File: config.mk
export PLATFORM = sky130hd
export DESIGN_NAME = crash_alert_cancel_window_fsm_unit_flat
export DESIGN_NICKNAME = d
export VERILOG_FILES = /design/src/cacw_pkg.sv /design/src/cacw_in_if.sv /design/src/cacw_out_if.sv /design/src/cacw_in_stage.sv /design/src/cacw_fsm.sv /design/src/cacw_out_stage.sv /design/src/crash_alert_cancel_window_fsm_unit.sv /design/src/flat_wrapper.sv
export SDC_FILE = /design/constraint.sdc
export NUM_CORES = 1
export LEC_CHECK = 0
export BUFFER_PORTS_ARGS = -buffer_cell sky130_fd_sc_hd__buf_4
export CAP_MARGIN = 0
export CORE_ASPECT_RATIO = 1.5
export CORE_MARGIN = 5
export CORE_UTILIZATION = 55
export CTS_BUF_LIST = sky130_fd_sc_hd__clkbuf_16
export DETAILED_ROUTE_END_ITERATION = 8
export GPL_TIMING_DRIVEN = 1
export PLACE_DENSITY = 0.77
export SETUP_SLACK_MARGIN = 0.3
export SYNTH_ARGS = -nofsm -noshare
export SYNTH_HDL_FRONTEND = slang
export SYNTH_SLANG_ARGS = --single-unit
File: constraint.sdc
create_clock -name clk -period 5.03 [get_ports clk]
set_input_delay 0.2515 -clock clk [delete_from_list [all_inputs] [get_ports clk]]
set_output_delay 0.2515 -clock clk [all_outputs]
set_load 0.03 [all_outputs]
File: src/cacw_pkg.sv
// Package for the crash alert cancel window controller.
// Holds the state encoding, register indexes, reset values and item structs.
// No dependencies; every module of the block imports it.
package cacw_pkg;

    // Controller states, one-hot.
    typedef enum logic [2:0] {
        ST_STANDBY   = 3'b001,
        ST_PENDING   = 3'b010,
        ST_CONFIRMED = 3'b100
    } alert_state_t;

    // Encoding of the alert_state field of a result.
    localparam logic [1:0] CODE_STANDBY  = 2'd0;
    localparam logic [1:0] CODE_PENDING   = 2'd1;
    localparam logic [1:0] CODE_CONFIRMED = 2'd2;

    // Configuration register indexes.
    localparam logic CFG_CANCEL_WINDOW = 1'b0;
    localparam logic CFG_COOLDOWN      = 1'b1;

    localparam int CFG_WIDTH = 24;
    localparam logic [CFG_WIDTH-1:0] CANCEL_WINDOW_RESET = 24'd5000;
    localparam logic [CFG_WIDTH-1:0] COOLDOWN_RESET      = 24'd10000;

    typedef struct packed {
        logic [31:0] now_ms;
        logic        button_pressed;
        logic        crash_trigger;
        logic [15:0] accel_magnitude;
    } sensor_item_t;

    typedef struct packed {
        logic        buzzer_on;
        logic        publish_valid;
        logic        publish_manual;
        logic [15:0] publish_magnitude;
        logic [1:0]  alert_state;
    } alert_item_t;

    // Maps a one-hot state to the result encoding.
    function automatic logic [1:0] state_code(alert_state_t st);
        logic [1:0] code;
        case (st)
            ST_STANDBY:   code = CODE_STANDBY;
            ST_PENDING:   code = CODE_PENDING;
            ST_CONFIRMED: code = CODE_CONFIRMED;
            default:      code = CODE_STANDBY;
        endcase
        return code;
    endfunction

endpackage

File: src/cacw_in_if.sv
// Valid/ready channel that carries one sensor step transaction.
// No dependencies.
interface cacw_in_if;
    logic        valid;
    logic        ready;
    logic [31:0] now_ms;
    logic        button_pressed;
    logic        crash_trigger;
    logic [15:0] accel_magnitude;

    modport source (output valid, output now_ms, output button_pressed,
                    output crash_trigger, output accel_magnitude, input ready);
    modport sink (input valid, input now_ms, input button_pressed,
                  input crash_trigger, input accel_magnitude, output ready);
endinterface

File: src/cacw_out_if.sv
// Valid/ready channel that carries one alert result transaction.
// No dependencies.
interface cacw_out_if;
    logic        valid;
    logic        ready;
    logic        buzzer_on;
    logic        publish_valid;
    logic        publish_manual;
    logic [15:0] publish_magnitude;
    logic [1:0]  alert_state;

    modport source (output valid, output buzzer_on, output publish_valid,
                    output publish_manual, output publish_magnitude,
                    output alert_state, input ready);
    modport sink (input valid, input buzzer_on, input publish_valid,
                  input publish_manual, input publish_magnitude,
                  input alert_state, output ready);
endinterface

File: src/cacw_in_stage.sv
// Input register of the alert controller.
// Depends on cacw_pkg and cacw_in_if.
module cacw_in_stage (
    input  logic                  clk,
    input  logic                  rst_n,
    cacw_in_if.sink               sensor,
    input  logic                  advance,
    output logic                  item_valid,
    output cacw_pkg::sensor_item_t item
);
    import cacw_pkg::*;

    logic         valid_reg;
    logic         valid_next;
    sensor_item_t item_reg;
    logic         accept;

    assign sensor.ready = !valid_reg || advance;
    assign accept       = sensor.valid && sensor.ready;

    always_comb
    begin
        if (accept)
        begin
            valid_next = 1'b1;
        end
        else if (advance)
        begin
            valid_next = 1'b0;
        end
        else
        begin
            valid_next = valid_reg;
        end
    end

    always_ff @(posedge clk or negedge rst_n)
    begin
        if (!rst_n)
        begin
            valid_reg <= 1'b0;
        end
        else
        begin
            valid_reg <= valid_next;
        end
    end

    always_ff @(posedge clk)
    begin
        if (accept)
        begin
            item_reg.now_ms          <= sensor.now_ms;
            item_reg.button_pressed  <= sensor.button_pressed;
            item_reg.crash_trigger   <= sensor.crash_trigger;
            item_reg.accel_magnitude <= sensor.accel_magnitude;
        end
    end

    assign item_valid = valid_reg;
    assign item       = item_reg;

endmodule

File: src/cacw_fsm.sv
// Alert state machine, configuration registers and result decode.
// Depends on cacw_pkg.
module cacw_fsm (
    input  logic                          clk,
    input  logic                          rst_n,
    input  logic                          cfg_write,
    input  logic                          cfg_index,
    input  logic [cacw_pkg::CFG_WIDTH-1:0] cfg_data,
    input  logic                          step,
    input  cacw_pkg::sensor_item_t        item,
    output cacw_pkg::alert_item_t         result
);
    import cacw_pkg::*;

    logic [CFG_WIDTH-1:0] cancel_window_reg;
    logic [CFG_WIDTH-1:0] cooldown_reg;

    alert_state_t state_reg;
    alert_state_t state_next;
    logic         manual_reg;
    logic         manual_next;
    logic [31:0]  window_start_reg;
    logic [31:0]  window_start_next;
    logic [31:0]  last_exit_reg;
    logic [31:0]  last_exit_next;

    logic [31:0]  since_exit;
    logic [31:0]  elapsed;
    logic         cooldown_done;
    logic         window_done;
    logic         pub_valid;
    logic         pub_manual;
    logic [15:0]  pub_mag;

    always_ff @(posedge clk or negedge rst_n)
    begin
        if (!rst_n)
        begin
            cancel_window_reg <= CANCEL_WINDOW_RESET;
            cooldown_reg      <= COOLDOWN_RESET;
        end
        else if (cfg_write)
        begin
            case (cfg_index)
                CFG_CANCEL_WINDOW: cancel_window_reg <= cfg_data;
                CFG_COOLDOWN:      cooldown_reg      <= cfg_data;
                default:           cooldown_reg      <= cooldown_reg;
            endcase
        end
    end

    // Timestamp differences wrap modulo 2^32.
    assign since_exit    = item.now_ms - last_exit_reg;
    assign elapsed       = item.now_ms - window_start_reg;
    assign cooldown_done = since_exit >= {8'd0, cooldown_reg};
    assign window_done   = elapsed >= {8'd0, cancel_window_reg};

    always_comb
    begin
        state_next        = state_reg;
        manual_next       = manual_reg;
        window_start_next = window_start_reg;
        last_exit_next    = last_exit_reg;
        pub_valid         = 1'b0;
        pub_manual        = 1'b0;
        pub_mag           = 16'd0;
        case (state_reg)
            ST_STANDBY:
            begin
                if (item.crash_trigger && cooldown_done)
                begin
                    state_next        = ST_PENDING;
                    manual_next       = 1'b0;
                    window_start_next = item.now_ms;
                end
                else if (item.button_pressed)
                begin
                    state_next        = ST_PENDING;
                    manual_next       = 1'b1;
                    window_start_next = item.now_ms;
                end
            end
            ST_PENDING:
            begin
                if (item.button_pressed)
                begin
                    state_next     = ST_STANDBY;
                    manual_next    = 1'b0;
                    last_exit_next = item.now_ms;
                end
                else if (window_done)
                begin
                    state_next  = ST_CONFIRMED;
                    pub_valid   = 1'b1;
                    pub_manual  = manual_reg;
                    pub_mag     = item.accel_magnitude;
                    manual_next = 1'b0;
                end
            end
            ST_CONFIRMED:
            begin
                if (item.button_pressed)
                begin
                    state_next     = ST_STANDBY;
                    manual_next    = 1'b0;
                    last_exit_next = item.now_ms;
                end
            end
            default:
            begin
                state_next  = ST_STANDBY;
                manual_next = 1'b0;
            end
        endcase
    end

    always_ff @(posedge clk or negedge rst_n)
    begin
        if (!rst_n)
        begin
            state_reg        <= ST_STANDBY;
            manual_reg       <= 1'b0;
            window_start_reg <= 32'd0;
            last_exit_reg    <= 32'd0;
        end
        else if (step)
        begin
            state_reg        <= state_next;
            manual_reg       <= manual_next;
            window_start_reg <= window_start_next;
            last_exit_reg    <= last_exit_next;
        end
    end

    assign result.buzzer_on         = state_next != ST_STANDBY;
    assign result.publish_valid     = pub_valid;
    assign result.publish_manual    = pub_manual;
    assign result.publish_magnitude = pub_mag;
    assign result.alert_state       = state_code(state_next);

`ifndef SYNTH
    a_state_onehot: assert property (@(posedge clk) disable iff (!rst_n)
        $onehot(state_reg))
        else $error("alert state register is not one-hot");

    a_publish_from_pending: assert property (@(posedge clk) disable iff (!rst_n)
        step && pub_valid |-> state_reg == ST_PENDING)
        else $error("publish raised outside the pending state");

    a_quiet_standby_holds: assert property (@(posedge clk) disable iff (!rst_n)
        step && state_reg == ST_STANDBY && !item.button_pressed
            && !item.crash_trigger |=> state_reg == ST_STANDBY)
        else $error("standby left without a press or a trigger");

    a_exit_time_recorded: assert property (@(posedge clk) disable iff (!rst_n)
        step && state_reg != ST_STANDBY && item.button_pressed
            |=> last_exit_reg == $past(item.now_ms) && !manual_reg)
        else $error("exit time not recorded on cancel or acknowledge");
`endif

endmodule

File: src/cacw_out_stage.sv
// Result register of the alert controller; drives the result channel.
// Depends on cacw_pkg and cacw_out_if.
module cacw_out_stage (
    input  logic                 clk,
    input  logic                 rst_n,
    input  logic                 load,
    input  cacw_pkg::alert_item_t d,
    output logic                 free,
    cacw_out_if.source           alert
);
    import cacw_pkg::*;

    logic        valid_reg;
    logic        valid_next;
    alert_item_t data_reg;

    assign free = !valid_reg || alert.ready;

    always_comb
    begin
        if (load)
        begin
            valid_next = 1'b1;
        end
        else if (alert.ready)
        begin
            valid_next = 1'b0;
        end
        else
        begin
            valid_next = valid_reg;
        end
    end

    always_ff @(posedge clk or negedge rst_n)
    begin
        if (!rst_n)
        begin
            valid_reg <= 1'b0;
        end
        else
        begin
            valid_reg <= valid_next;
        end
    end

    always_ff @(posedge clk)
    begin
        if (load)
        begin
            data_reg <= d;
        end
    end

    assign alert.valid             = valid_reg;
    assign alert.buzzer_on         = data_reg.buzzer_on;
    assign alert.publish_valid     = data_reg.publish_valid;
    assign alert.publish_manual    = data_reg.publish_manual;
    assign alert.publish_magnitude = data_reg.publish_magnitude;
    assign alert.alert_state       = data_reg.alert_state;

endmodule

File: src/crash_alert_cancel_window_fsm_unit.sv
// Top level of the crash alert controller with a cancel window.
// Depends on cacw_pkg, cacw_in_if, cacw_out_if, cacw_in_stage, cacw_fsm, cacw_out_stage.
//
//  Channel   Direction  Handshake          Contents
//  sensor    in         valid/ready        now_ms, button_pressed, crash_trigger, magnitude
//  alert     out        valid/ready        buzzer, publish fields, alert_state
//  cfg       in         cfg_write strobe   cfg_index, cfg_data (24 bit)
//
// One transaction is accepted per cycle while the result channel is not stalled,
// and each one yields exactly one result. A transaction passes the input register,
// then the state machine decision enters the result register with the state update.
// Reset is asynchronous and active low; it returns the controller to standby,
// clears the window start and exit time stamps and restores the register defaults.
// A stalled result channel holds the result register; the input register then
// keeps one more transaction before sensor.ready falls.
module crash_alert_cancel_window_fsm_unit (
    input  logic                          clk,
    input  logic                          rst_n,
    cacw_in_if.sink                       sensor,
    cacw_out_if.source                    alert,
    input  logic                          cfg_write,
    input  logic                          cfg_index,
    input  logic [cacw_pkg::CFG_WIDTH-1:0] cfg_data
);
    import cacw_pkg::*;

    logic         item_valid;
    sensor_item_t item;
    alert_item_t  result;
    logic         out_free;
    logic         advance;

    // A transaction moves from the input register into the result register,
    // and the controller state steps, whenever the result register has room.
    assign advance = item_valid && out_free;

    cacw_in_stage u_in_stage (
        .clk        (clk),
        .rst_n      (rst_n),
        .sensor     (sensor),
        .advance    (advance),
        .item_valid (item_valid),
        .item       (item)
    );

    // The state machine looks at the registered transaction and decides the
    // next state and the result in one short combinational pass.
    cacw_fsm u_fsm (
        .clk       (clk),
        .rst_n     (rst_n),
        .cfg_write (cfg_write),
        .cfg_index (cfg_index),
        .cfg_data  (cfg_data),
        .step      (advance),
        .item      (item),
        .result    (result)
    );

    cacw_out_stage u_out_stage (
        .clk   (clk),
        .rst_n (rst_n),
        .load  (advance),
        .d     (result),
        .free  (out_free),
        .alert (alert)
    );

endmodule
File: src/flat_wrapper.sv
// flat-port wrapper written by rule: the top's interface ports become plain ports
module crash_alert_cancel_window_fsm_unit_flat import cacw_pkg::*;
  (clk, rst_n, cfg_write, cfg_index, cfg_data, sensor_valid, sensor_now_ms, sensor_button_pressed, sensor_crash_trigger, sensor_accel_magnitude, sensor_ready, alert_valid, alert_buzzer_on, alert_publish_valid, alert_publish_manual, alert_publish_magnitude, alert_alert_state, alert_ready);
  cacw_in_if sensor_i ();
  cacw_out_if alert_i ();
  input  logic clk;
  input  logic rst_n;
  input  logic cfg_write;
  input  logic cfg_index;
  input  logic [cacw_pkg::CFG_WIDTH-1:0] cfg_data;
  input wire logic [$bits(sensor_i.valid)-1:0] sensor_valid;
  input wire logic [$bits(sensor_i.now_ms)-1:0] sensor_now_ms;
  input wire logic [$bits(sensor_i.button_pressed)-1:0] sensor_button_pressed;
  input wire logic [$bits(sensor_i.crash_trigger)-1:0] sensor_crash_trigger;
  input wire logic [$bits(sensor_i.accel_magnitude)-1:0] sensor_accel_magnitude;
  output wire logic [$bits(sensor_i.ready)-1:0] sensor_ready;
  output wire logic [$bits(alert_i.valid)-1:0] alert_valid;
  output wire logic [$bits(alert_i.buzzer_on)-1:0] alert_buzzer_on;
  output wire logic [$bits(alert_i.publish_valid)-1:0] alert_publish_valid;
  output wire logic [$bits(alert_i.publish_manual)-1:0] alert_publish_manual;
  output wire logic [$bits(alert_i.publish_magnitude)-1:0] alert_publish_magnitude;
  output wire logic [$bits(alert_i.alert_state)-1:0] alert_alert_state;
  input wire logic [$bits(alert_i.ready)-1:0] alert_ready;
  assign sensor_i.valid = sensor_valid;
  assign sensor_i.now_ms = sensor_now_ms;
  assign sensor_i.button_pressed = sensor_button_pressed;
  assign sensor_i.crash_trigger = sensor_crash_trigger;
  assign sensor_i.accel_magnitude = sensor_accel_magnitude;
  assign sensor_ready = sensor_i.ready;
  assign alert_valid = alert_i.valid;
  assign alert_buzzer_on = alert_i.buzzer_on;
  assign alert_publish_valid = alert_i.publish_valid;
  assign alert_publish_manual = alert_i.publish_manual;
  assign alert_publish_magnitude = alert_i.publish_magnitude;
  assign alert_alert_state = alert_i.alert_state;
  assign alert_i.ready = alert_ready;
  crash_alert_cancel_window_fsm_unit u_core (.clk(clk), .rst_n(rst_n), .sensor(sensor_i), .alert(alert_i), .cfg_write(cfg_write), .cfg_index(cfg_index), .cfg_data(cfg_data));
endmodule
==> metrics, run 1 <==
final worst setup slack 0.100 ns; RD Place Congestion 0.974; clk sinks 189; post-synth net total 1351; fmax 203 MHz; clock skew 0.0111 ns; final setup fails 0; crit-path cells inv_2, buf_6, buf_6, ha_4, inv_2, fa_2, a211oi_2, o21a_1, nor4b_2, or3_4, xor2_2, ha_1, a21oi_1, nand2_1, a221oi_2, o211ai_1, a2111oi_2, o31ai_1, or4_4, o31ai_4, nor2b_4, buf_12, mux2_4; Critical Path RT 5.35 ns; total grt overflow 0; FF-to-FF End u_core.u_fsm.window_start_reg[13]; Post-DRT Antenna Nets 0; Die H 190 um; Slowest cell on crit path or4_4; VDD IR max 345 uV; WHS Endpoint u_core.u_in_stage.item_valid; row count 66; FILL cells 1632; worst r2r src u_core.u_in_stage.item[18]; LEAKAGE 6.70 nW; FF/Latch Area 0.00510 mm2; initial antenna violation count 0; core area 0.0216 mm2; Clock transition at path regs 0.07 ns; CP Data Arrival Time 5.25 ns; Cells after Synth 1159; ratio of final minimum period to clock period 98.0%; Synth area leaders dfrtp_1 (22%), edfxtp_1 (18%), ha_1 (12%), mux2_2 (5.6%), inv_1 (3.9%); largest net degree at the start of global routing 63; Max Buffers Root-to-Sink 2; Routed WL 30.8 mm; ys flop type dfrtp_1; layout cell share with drive strength beyond 1 26.3%; crit end category register; number of synthesized flops with an enable pin 71; CTS root buffer clkbuf_16; Antenna diodes 0; leading area contributor after synthesis dfrtp_1; CTS buffer count 17; status finished, final reports clean; P&R area growth vs syn 23.9%; Residual DRC 0; Max FO, Critical Path 23; Final nets 1568; gr usage total 25.5%; synthesized flop and latch total 189; Rel. slew slack 25.8%; # H-tree levels 4; cell area after synthesis 0.0119 mm2; Avg Cell Area, Syn 10.3 um2; Setup WS pre-CTS -0.130 ns; Critical Path Source Type register; Slew Viols, Final 0; Hold Crit Depth 2; post-layout min period 4.93 ns; drt pass-1 iters 5; max reg flops 50; worst hold path class in2reg; unrepaired setup endpoints after global routing yes; multi-input logic area 0.00632 mm2; Total Negative Setup Slacks 0 ns; R2R Setup Slk 0.10 ns; Initial Utilization 55.4%; # port buffers 102; vias in the first global route 9669; R2R depth 23; Max-Cap Viols 0; routed vias 9460; Avg WL per Cell 18.6 um; Clk Latency, worst-skew pair 0.45 ns; Setup CP Type reg2reg; DP HPWL 23.1 mm; Top-Level Pins 103; FFs w/ async S/R, synth 62.4%; CTS tree built; Hold Violations, Final 0; First DRT Iteration DRCs 450; PwrDens 588 mW/mm2; sequential-to-total area share from yosys stat 42.7%; chip width 130 um; pin slew with the least headroom to its limit 1.11 ns; area share of the largest cell type after synthesis 22.4%; vias per inst 5.70; first-pass GRT wire length 48.7 mm; die footprint 0.0248 mm2; Max stage delay on crit path 0.45 ns; Synthesis Warnings 0; hold_sp sensor_valid; distinct cell type count of the synthesized netlist 76
## worst max-delay path by stage
stage	endpoint	cells past startpoint	from
floorplan	u_core.u_fsm.window_start_reg[10]	24	u_core.u_in_stage.item[18]
global placement	u_core.u_fsm.window_start_reg[7]	22	u_core.u_in_stage.item[18]
detailed placement	u_core.u_fsm.window_start_reg[3]	22	u_core.u_in_stage.item[18]
CTS	u_core.u_fsm.window_start_reg[13]	23	u_core.u_in_stage.item[18]
global route	u_core.u_fsm.window_start_reg[16]	23	u_core.u_in_stage.item[18]
finish	u_core.u_fsm.window_start_reg[13]	23	u_core.u_in_stage.item[18]
## metrics by stage
step / area, um2 / util (%) / instances / total power (W) / hold WS, ns
2_1_floorplan: 12000 / - / 1159 / 0.00568 / -0.0441
3_3_place_gp: 13400 / 62.2 / 1567 / 0.00685 / 0.365
3_5_place_dp: 13400 / 62.2 / 1567 / 0.00699 / 0.369
4_1_cts: 14700 / 68.3 / 1658 / 0.00863 / 0.00137
5_1_grt: 14800 / 68.6 / 1661 / 0.00936 / 0.0135
6_report: 14800 / 68.6 / 1661 / 0.00870 / 0.0147
## kinds of logic (layout without fill, tap and decap cells)
group	Yosys count	after routing	synth area share (%)
flip-flops	189	189	42.7
XOR/XNOR	52	52	3.82
AO/OA/AOI/OAI	271	271	14.6
adder cells (fa/ha/maj)	112	112	11.9
buffers and inverters	163	393	5.84
AND/OR/NAND/NOR	279	279	11.5
multiplexers	93	93	9.64
## cell usage in the layout (no fill, tap or decap), types with 6 or more instances in the layout
| cell | count |
|---|---|
| dfstp_2 | 11 |
| o211ai_1 | 12 |
| and2_1 | 24 |
| a21o_1 | 25 |
| xor2_1 | 21 |
| buf_4 | 177 |
| edfxtp_1 | 71 |
| mux2_4 | 30 |
| dlygate4sd3_1 | 51 |
| dfrtp_1 | 107 |
| a31oi_1 | 11 |
| nand2b_1 | 13 |
| a21oi_2 | 9 |
| mux2_2 | 58 |
| nand3_1 | 12 |
| nor3_1 | 17 |
| inv_1 | 122 |
| o21ai_0 | 68 |
| a21oi_1 | 72 |
| clkbuf_16 | 18 |
| nand2_1 | 97 |
| nor2_1 | 50 |
| xnor2_1 | 30 |
| ha_1 | 109 |
| buf_6 | 6 |
| o21ai_1 | 6 |
| nand4_1 | 22 |
| a211oi_1 | 13 |
## report_power, final
part | switching (W) | internal [W]
sequential | 0.000221 | 0.00199
clock | 0.000607 | 0.000780
combinational | 0.00274 | 0.00236
## layout make-up
cell class              count  area share (%)
multi-input cells         807            42.7
flip-flops and latches    189            34.5
repair buffers            237            13.3
inverters                 124            3.15
clock buffers              17            2.88
well taps                 272            2.30
clock inverters            15            1.16
## what timing repair did
item	4_1_cts	5_1_grt
hold endpoints to repair	102	0
pin swaps	11	13
gates resized for setup	34	15
setup endpoints to repair	57	57
hold buffers	51	0
cloned	1	0
buffers inserted	7	3
## critical path: cells and delay by family (launching register included)
family / cells / cell delay, ns
AO/OA/AOI/OAI: 8 / 1.58
XOR/XNOR: 1 / 0.15
adder cells (fa/ha/maj): 3 / 0.79
buffers and inverters: 5 / 0.47
flip-flops: 1 / 0.40
multiplexers: 1 / 0.32
AND/OR/NAND/NOR: 5 / 1.07
## metal layers
| metal | vias up | part of all wire, % | GRT usage [%] |
|---|---|---|---|
| met4 | 0 | 6.4 | 14.5 |
| met2 | 270 | 54 | 46.7 |
| met3 | 88 | 4.2 | 3.78 |
| met1 | 4533 | 36 | 27.2 |
| met5 | - | 0 | 0 |
| li1 | 4569 | - | - |
## synth_stat cells, drive strengths merged, types with 3 or more instances
master,count
o221ai,5
xnor2,30
or3,6
a21oi,83
dfstp,11
a21o,25
and3,5
clkbuf,25
a21boi,5
mux2i,4
a211oi,14
and4,3
o21ai,74
nand2,97
nor3b,3
a211o,3
xor2,22
nor2b,7
o31ai,6
and2,25
mux2,89
a2111oi,3
inv,124
a31oi,12
nor3,18
nand3,13
or2,4
o21a,4
o211ai,12
ha,110
buf,14
nor2,52
edfxtp,71
nand4,22
nor4b,3
dfrtp,107
nand2b,13
o21bai,5
nor4,3
No activity file was read; power rests on OpenSTA's default activity.
==> run 2, diff against run 1 <==
- CORE_UTILIZATION: 55 -> 36
- PLACE_DENSITY: 0.77 -> unset
==> run 2 against run 1 <==
- design area up 4.2%
- die area increased by 49%
- worst setup slack gained 0.047 ns
- critical endpoint is now u_core.u_fsm.window_start_reg[31]
- clock skew is 0.014 ns higher
- register-to-register slack better by 0.05 ns
- core utilization is 22 points lower
- cell count rose by 11%
- power grew 1.2%
==> metrics, run 2 (synthesis results as in run 1) <==
status finished, final reports clean; CP Data Arrival Time 5.23 ns (-0.02 ns); Clk Latency, worst-skew pair 0.48 ns (+0.03 ns); Critical Path Source Type register; Final nets 1605 (+2.4%); Avg WL per Cell 18.2 um (-1.9%); initial antenna violation count 0 (unchanged); unrepaired setup endpoints after global routing yes; VDD IR max 321 uV (-6.9%); Placed Area 0.0136 mm2 (+1.4%); Internal 0.00515 W (+0.28%); Rel. slew slack 22.6% (-3.2 points); RD Place Congestion 0.926 (-4.9%); fmax 205 MHz (+0.97%); worst hold path class in2reg; max reg flops 50 (unchanged); Post-DRT Antenna Nets 0 (unchanged); layout cell share with drive strength beyond 1 29.2% (+2.9 points); DP HPWL 25.3 mm (+9.6%); largest net degree at the start of global routing 74 (+17%); Top-Level Pins 103 (unchanged); pin slew with the least headroom to its limit 1.16 ns (+0.0482 ns); CTS buffer count 17 (unchanged); part of the power in registers 25.1% (-0.3 points); Setup WS pre-CTS -0.00597 ns (+0.124 ns); vias per inst 5.14 (-9.7%); # port buffers 102 (unchanged); routed vias 9464 (+0.042%); P&R area growth vs syn 29.1%; Antenna diodes 0 (unchanged); worst r2r src u_core.u_in_stage.item[18]; commonest non-fill, non-tap cell in the layout buf_4; First DRT Iteration DRCs 434 (-3.6%); gr usage total 18.6% (-6.9 points); Slew Viols, Final 0 (unchanged); # H-tree levels 4 (unchanged); die footprint 0.0370 mm2 (+49%); hold_ws 0.0106 ns (-0.00416 ns); drt pass-1 iters 5 (unchanged); Setup crit start u_core.u_in_stage.item[18]; design area 0.0154 mm2 (+4.2%); PwrDens 571 mW/mm2 (-2.9%); hold_sp cfg_data[6]; final setup fails 0 (unchanged); Residual DRC 0 (unchanged); Max FO, Critical Path 6 (-74%); Clock transition at path regs 0.07 ns (about the same); most frequent cells in the layout buf_4 (192), inv_1 (124), dfrtp_1 (107), ha_1 (105), nand2_1 (96); Routed WL 33.5 mm (+8.8%); clk sinks 189 (unchanged); ratio of final minimum period to clock period 97.1% (-0.94 points); post-layout min period 4.88 ns (-0.0472 ns); chip width 159 um (+22%); combinational power share 60.0% (+1.3 points); Setup CP Type reg2reg; Max-Cap Viols 0 (unchanged); Critical Path RT 5.37 ns (+0.02 ns); first-pass GRT wire length 52.0 mm (+6.8%); total grt overflow 0 (unchanged); CTS root buffer clkbuf_16; Net Sw Power 0.00366 W (+2.5%); LEAKAGE 6.94 nW (+3.5%); vias in the first global route 9875 (+2.1%); row count 81 (+23%); clock skew 0.0252 ns (+0.0142 ns); crit end category register; Max Buffers Root-to-Sink 2 (unchanged); core area 0.0327 mm2 (+52%); Hold Violations, Final 0 (unchanged); Initial Utilization 36.5% (-19 points); Final Util 47.1% (-22 points); clock power share 15.0% (-0.9 points); Sw Ratio 41.5% (+0.53 points); final worst setup slack 0.148 ns (+0.0472 ns); CTS tree built; Die H 233 um (+22%)
run 2: power by group through the flow:
stage | clock, W | sequential, W | combinational, W
5_1_grt | 0.00142 | 0.00225 | 0.00587
4_1_cts | 0.00136 | 0.00221 | 0.00520
2_1_floorplan | 0 | 0.00220 | 0.00348
3_3_place_gp | 0 | 0.00222 | 0.00476
6_report | 0.00132 | 0.00221 | 0.00528
3_5_place_dp | 0 | 0.00223 | 0.00482
run 2: what timing repair did:
| item | in CTS | in global routing |
|---|---|---|
| hold buffers | 64 | 0 |
| resized for setup | 65 | 25 |
| setup buffers | 17 | 11 |
| cloned | 6 | 0 |
| setup endpoints to repair | 56 | 57 |
| hold endpoints to repair | 90 | 0 |
| pin swaps | 32 | 19 |
run 2: layout make-up:
cell class,instances,area [um2]
clock buffers,18,450
clock inverters,14,110
fillers,3111,17300
inverters,124,465
multi-input cells,807,6420
flip-flops and latches,189,5100
well taps,415,519
repair buffers,274,2340
run 2: path summary, 6_finish.rpt:
kind / slack (ns) / depth (start not counted) / to
max: 0.15 / 23 / u_core.u_fsm.window_start_reg[31]
max reg2reg: 0.15 / 23 / u_core.u_fsm.window_start_reg[31]
max in group asynchronous: 3.34 / 3 / u_core.u_fsm.cooldown_reg[19]
min: 0.01 / 3 / u_core.u_fsm.cancel_window_reg[6]
min reg2reg: 0.48 / 1 / u_core.u_out_stage.alert.valid
min in group asynchronous: 0.49 / 2 / u_core.u_fsm.window_start_reg[19]
run 2: worst max-delay path, cell delays in order (launching register included):
cell	delay [ns]
edfxtp_1	0.40
inv_2	0.09
buf_6	0.10
ha_4	0.12
inv_2	0.04
fa_2	0.34
a211oi_2	0.22
o21a_1	0.19
nor4b_2	0.07
or3_4	0.34
xor2_1	0.15
ha_1	0.31
a21oi_1	0.17
nand2_1	0.09
a221oi_2	0.22
o211ai_1	0.14
a2111oi_2	0.26
o31ai_1	0.12
or4_4	0.45
o31ai_4	0.24
nor2b_4	0.12
buf_4	0.16
buf_6	0.14
mux2_4	0.29
run 2: metal layers:
| layer | GRT usage [%] | routed length [um] | vias up |
|---|---|---|---|
| li1 | - | - | 4649 |
| met1 | 18.6 | 12200 | 4552 |
| met2 | 34.9 | 18100 | 192 |
| met3 | 2.36 | 949 | 71 |
| met4 | 12.6 | 2350 | 0 |
| met5 | 0 | 0 | - |
run 2: through the flow:
step / total power (W) / cells / TNS [ns]
5_1_grt: 0.00954 / 1841 / -3.78
2_1_floorplan: 0.00568 / 1159 / 0
4_1_cts: 0.00876 / 1830 / 0
3_3_place_gp: 0.00698 / 1711 / 0
6_report: 0.00880 / 1841 / 0
3_5_place_dp: 0.00705 / 1711 / -0.0176
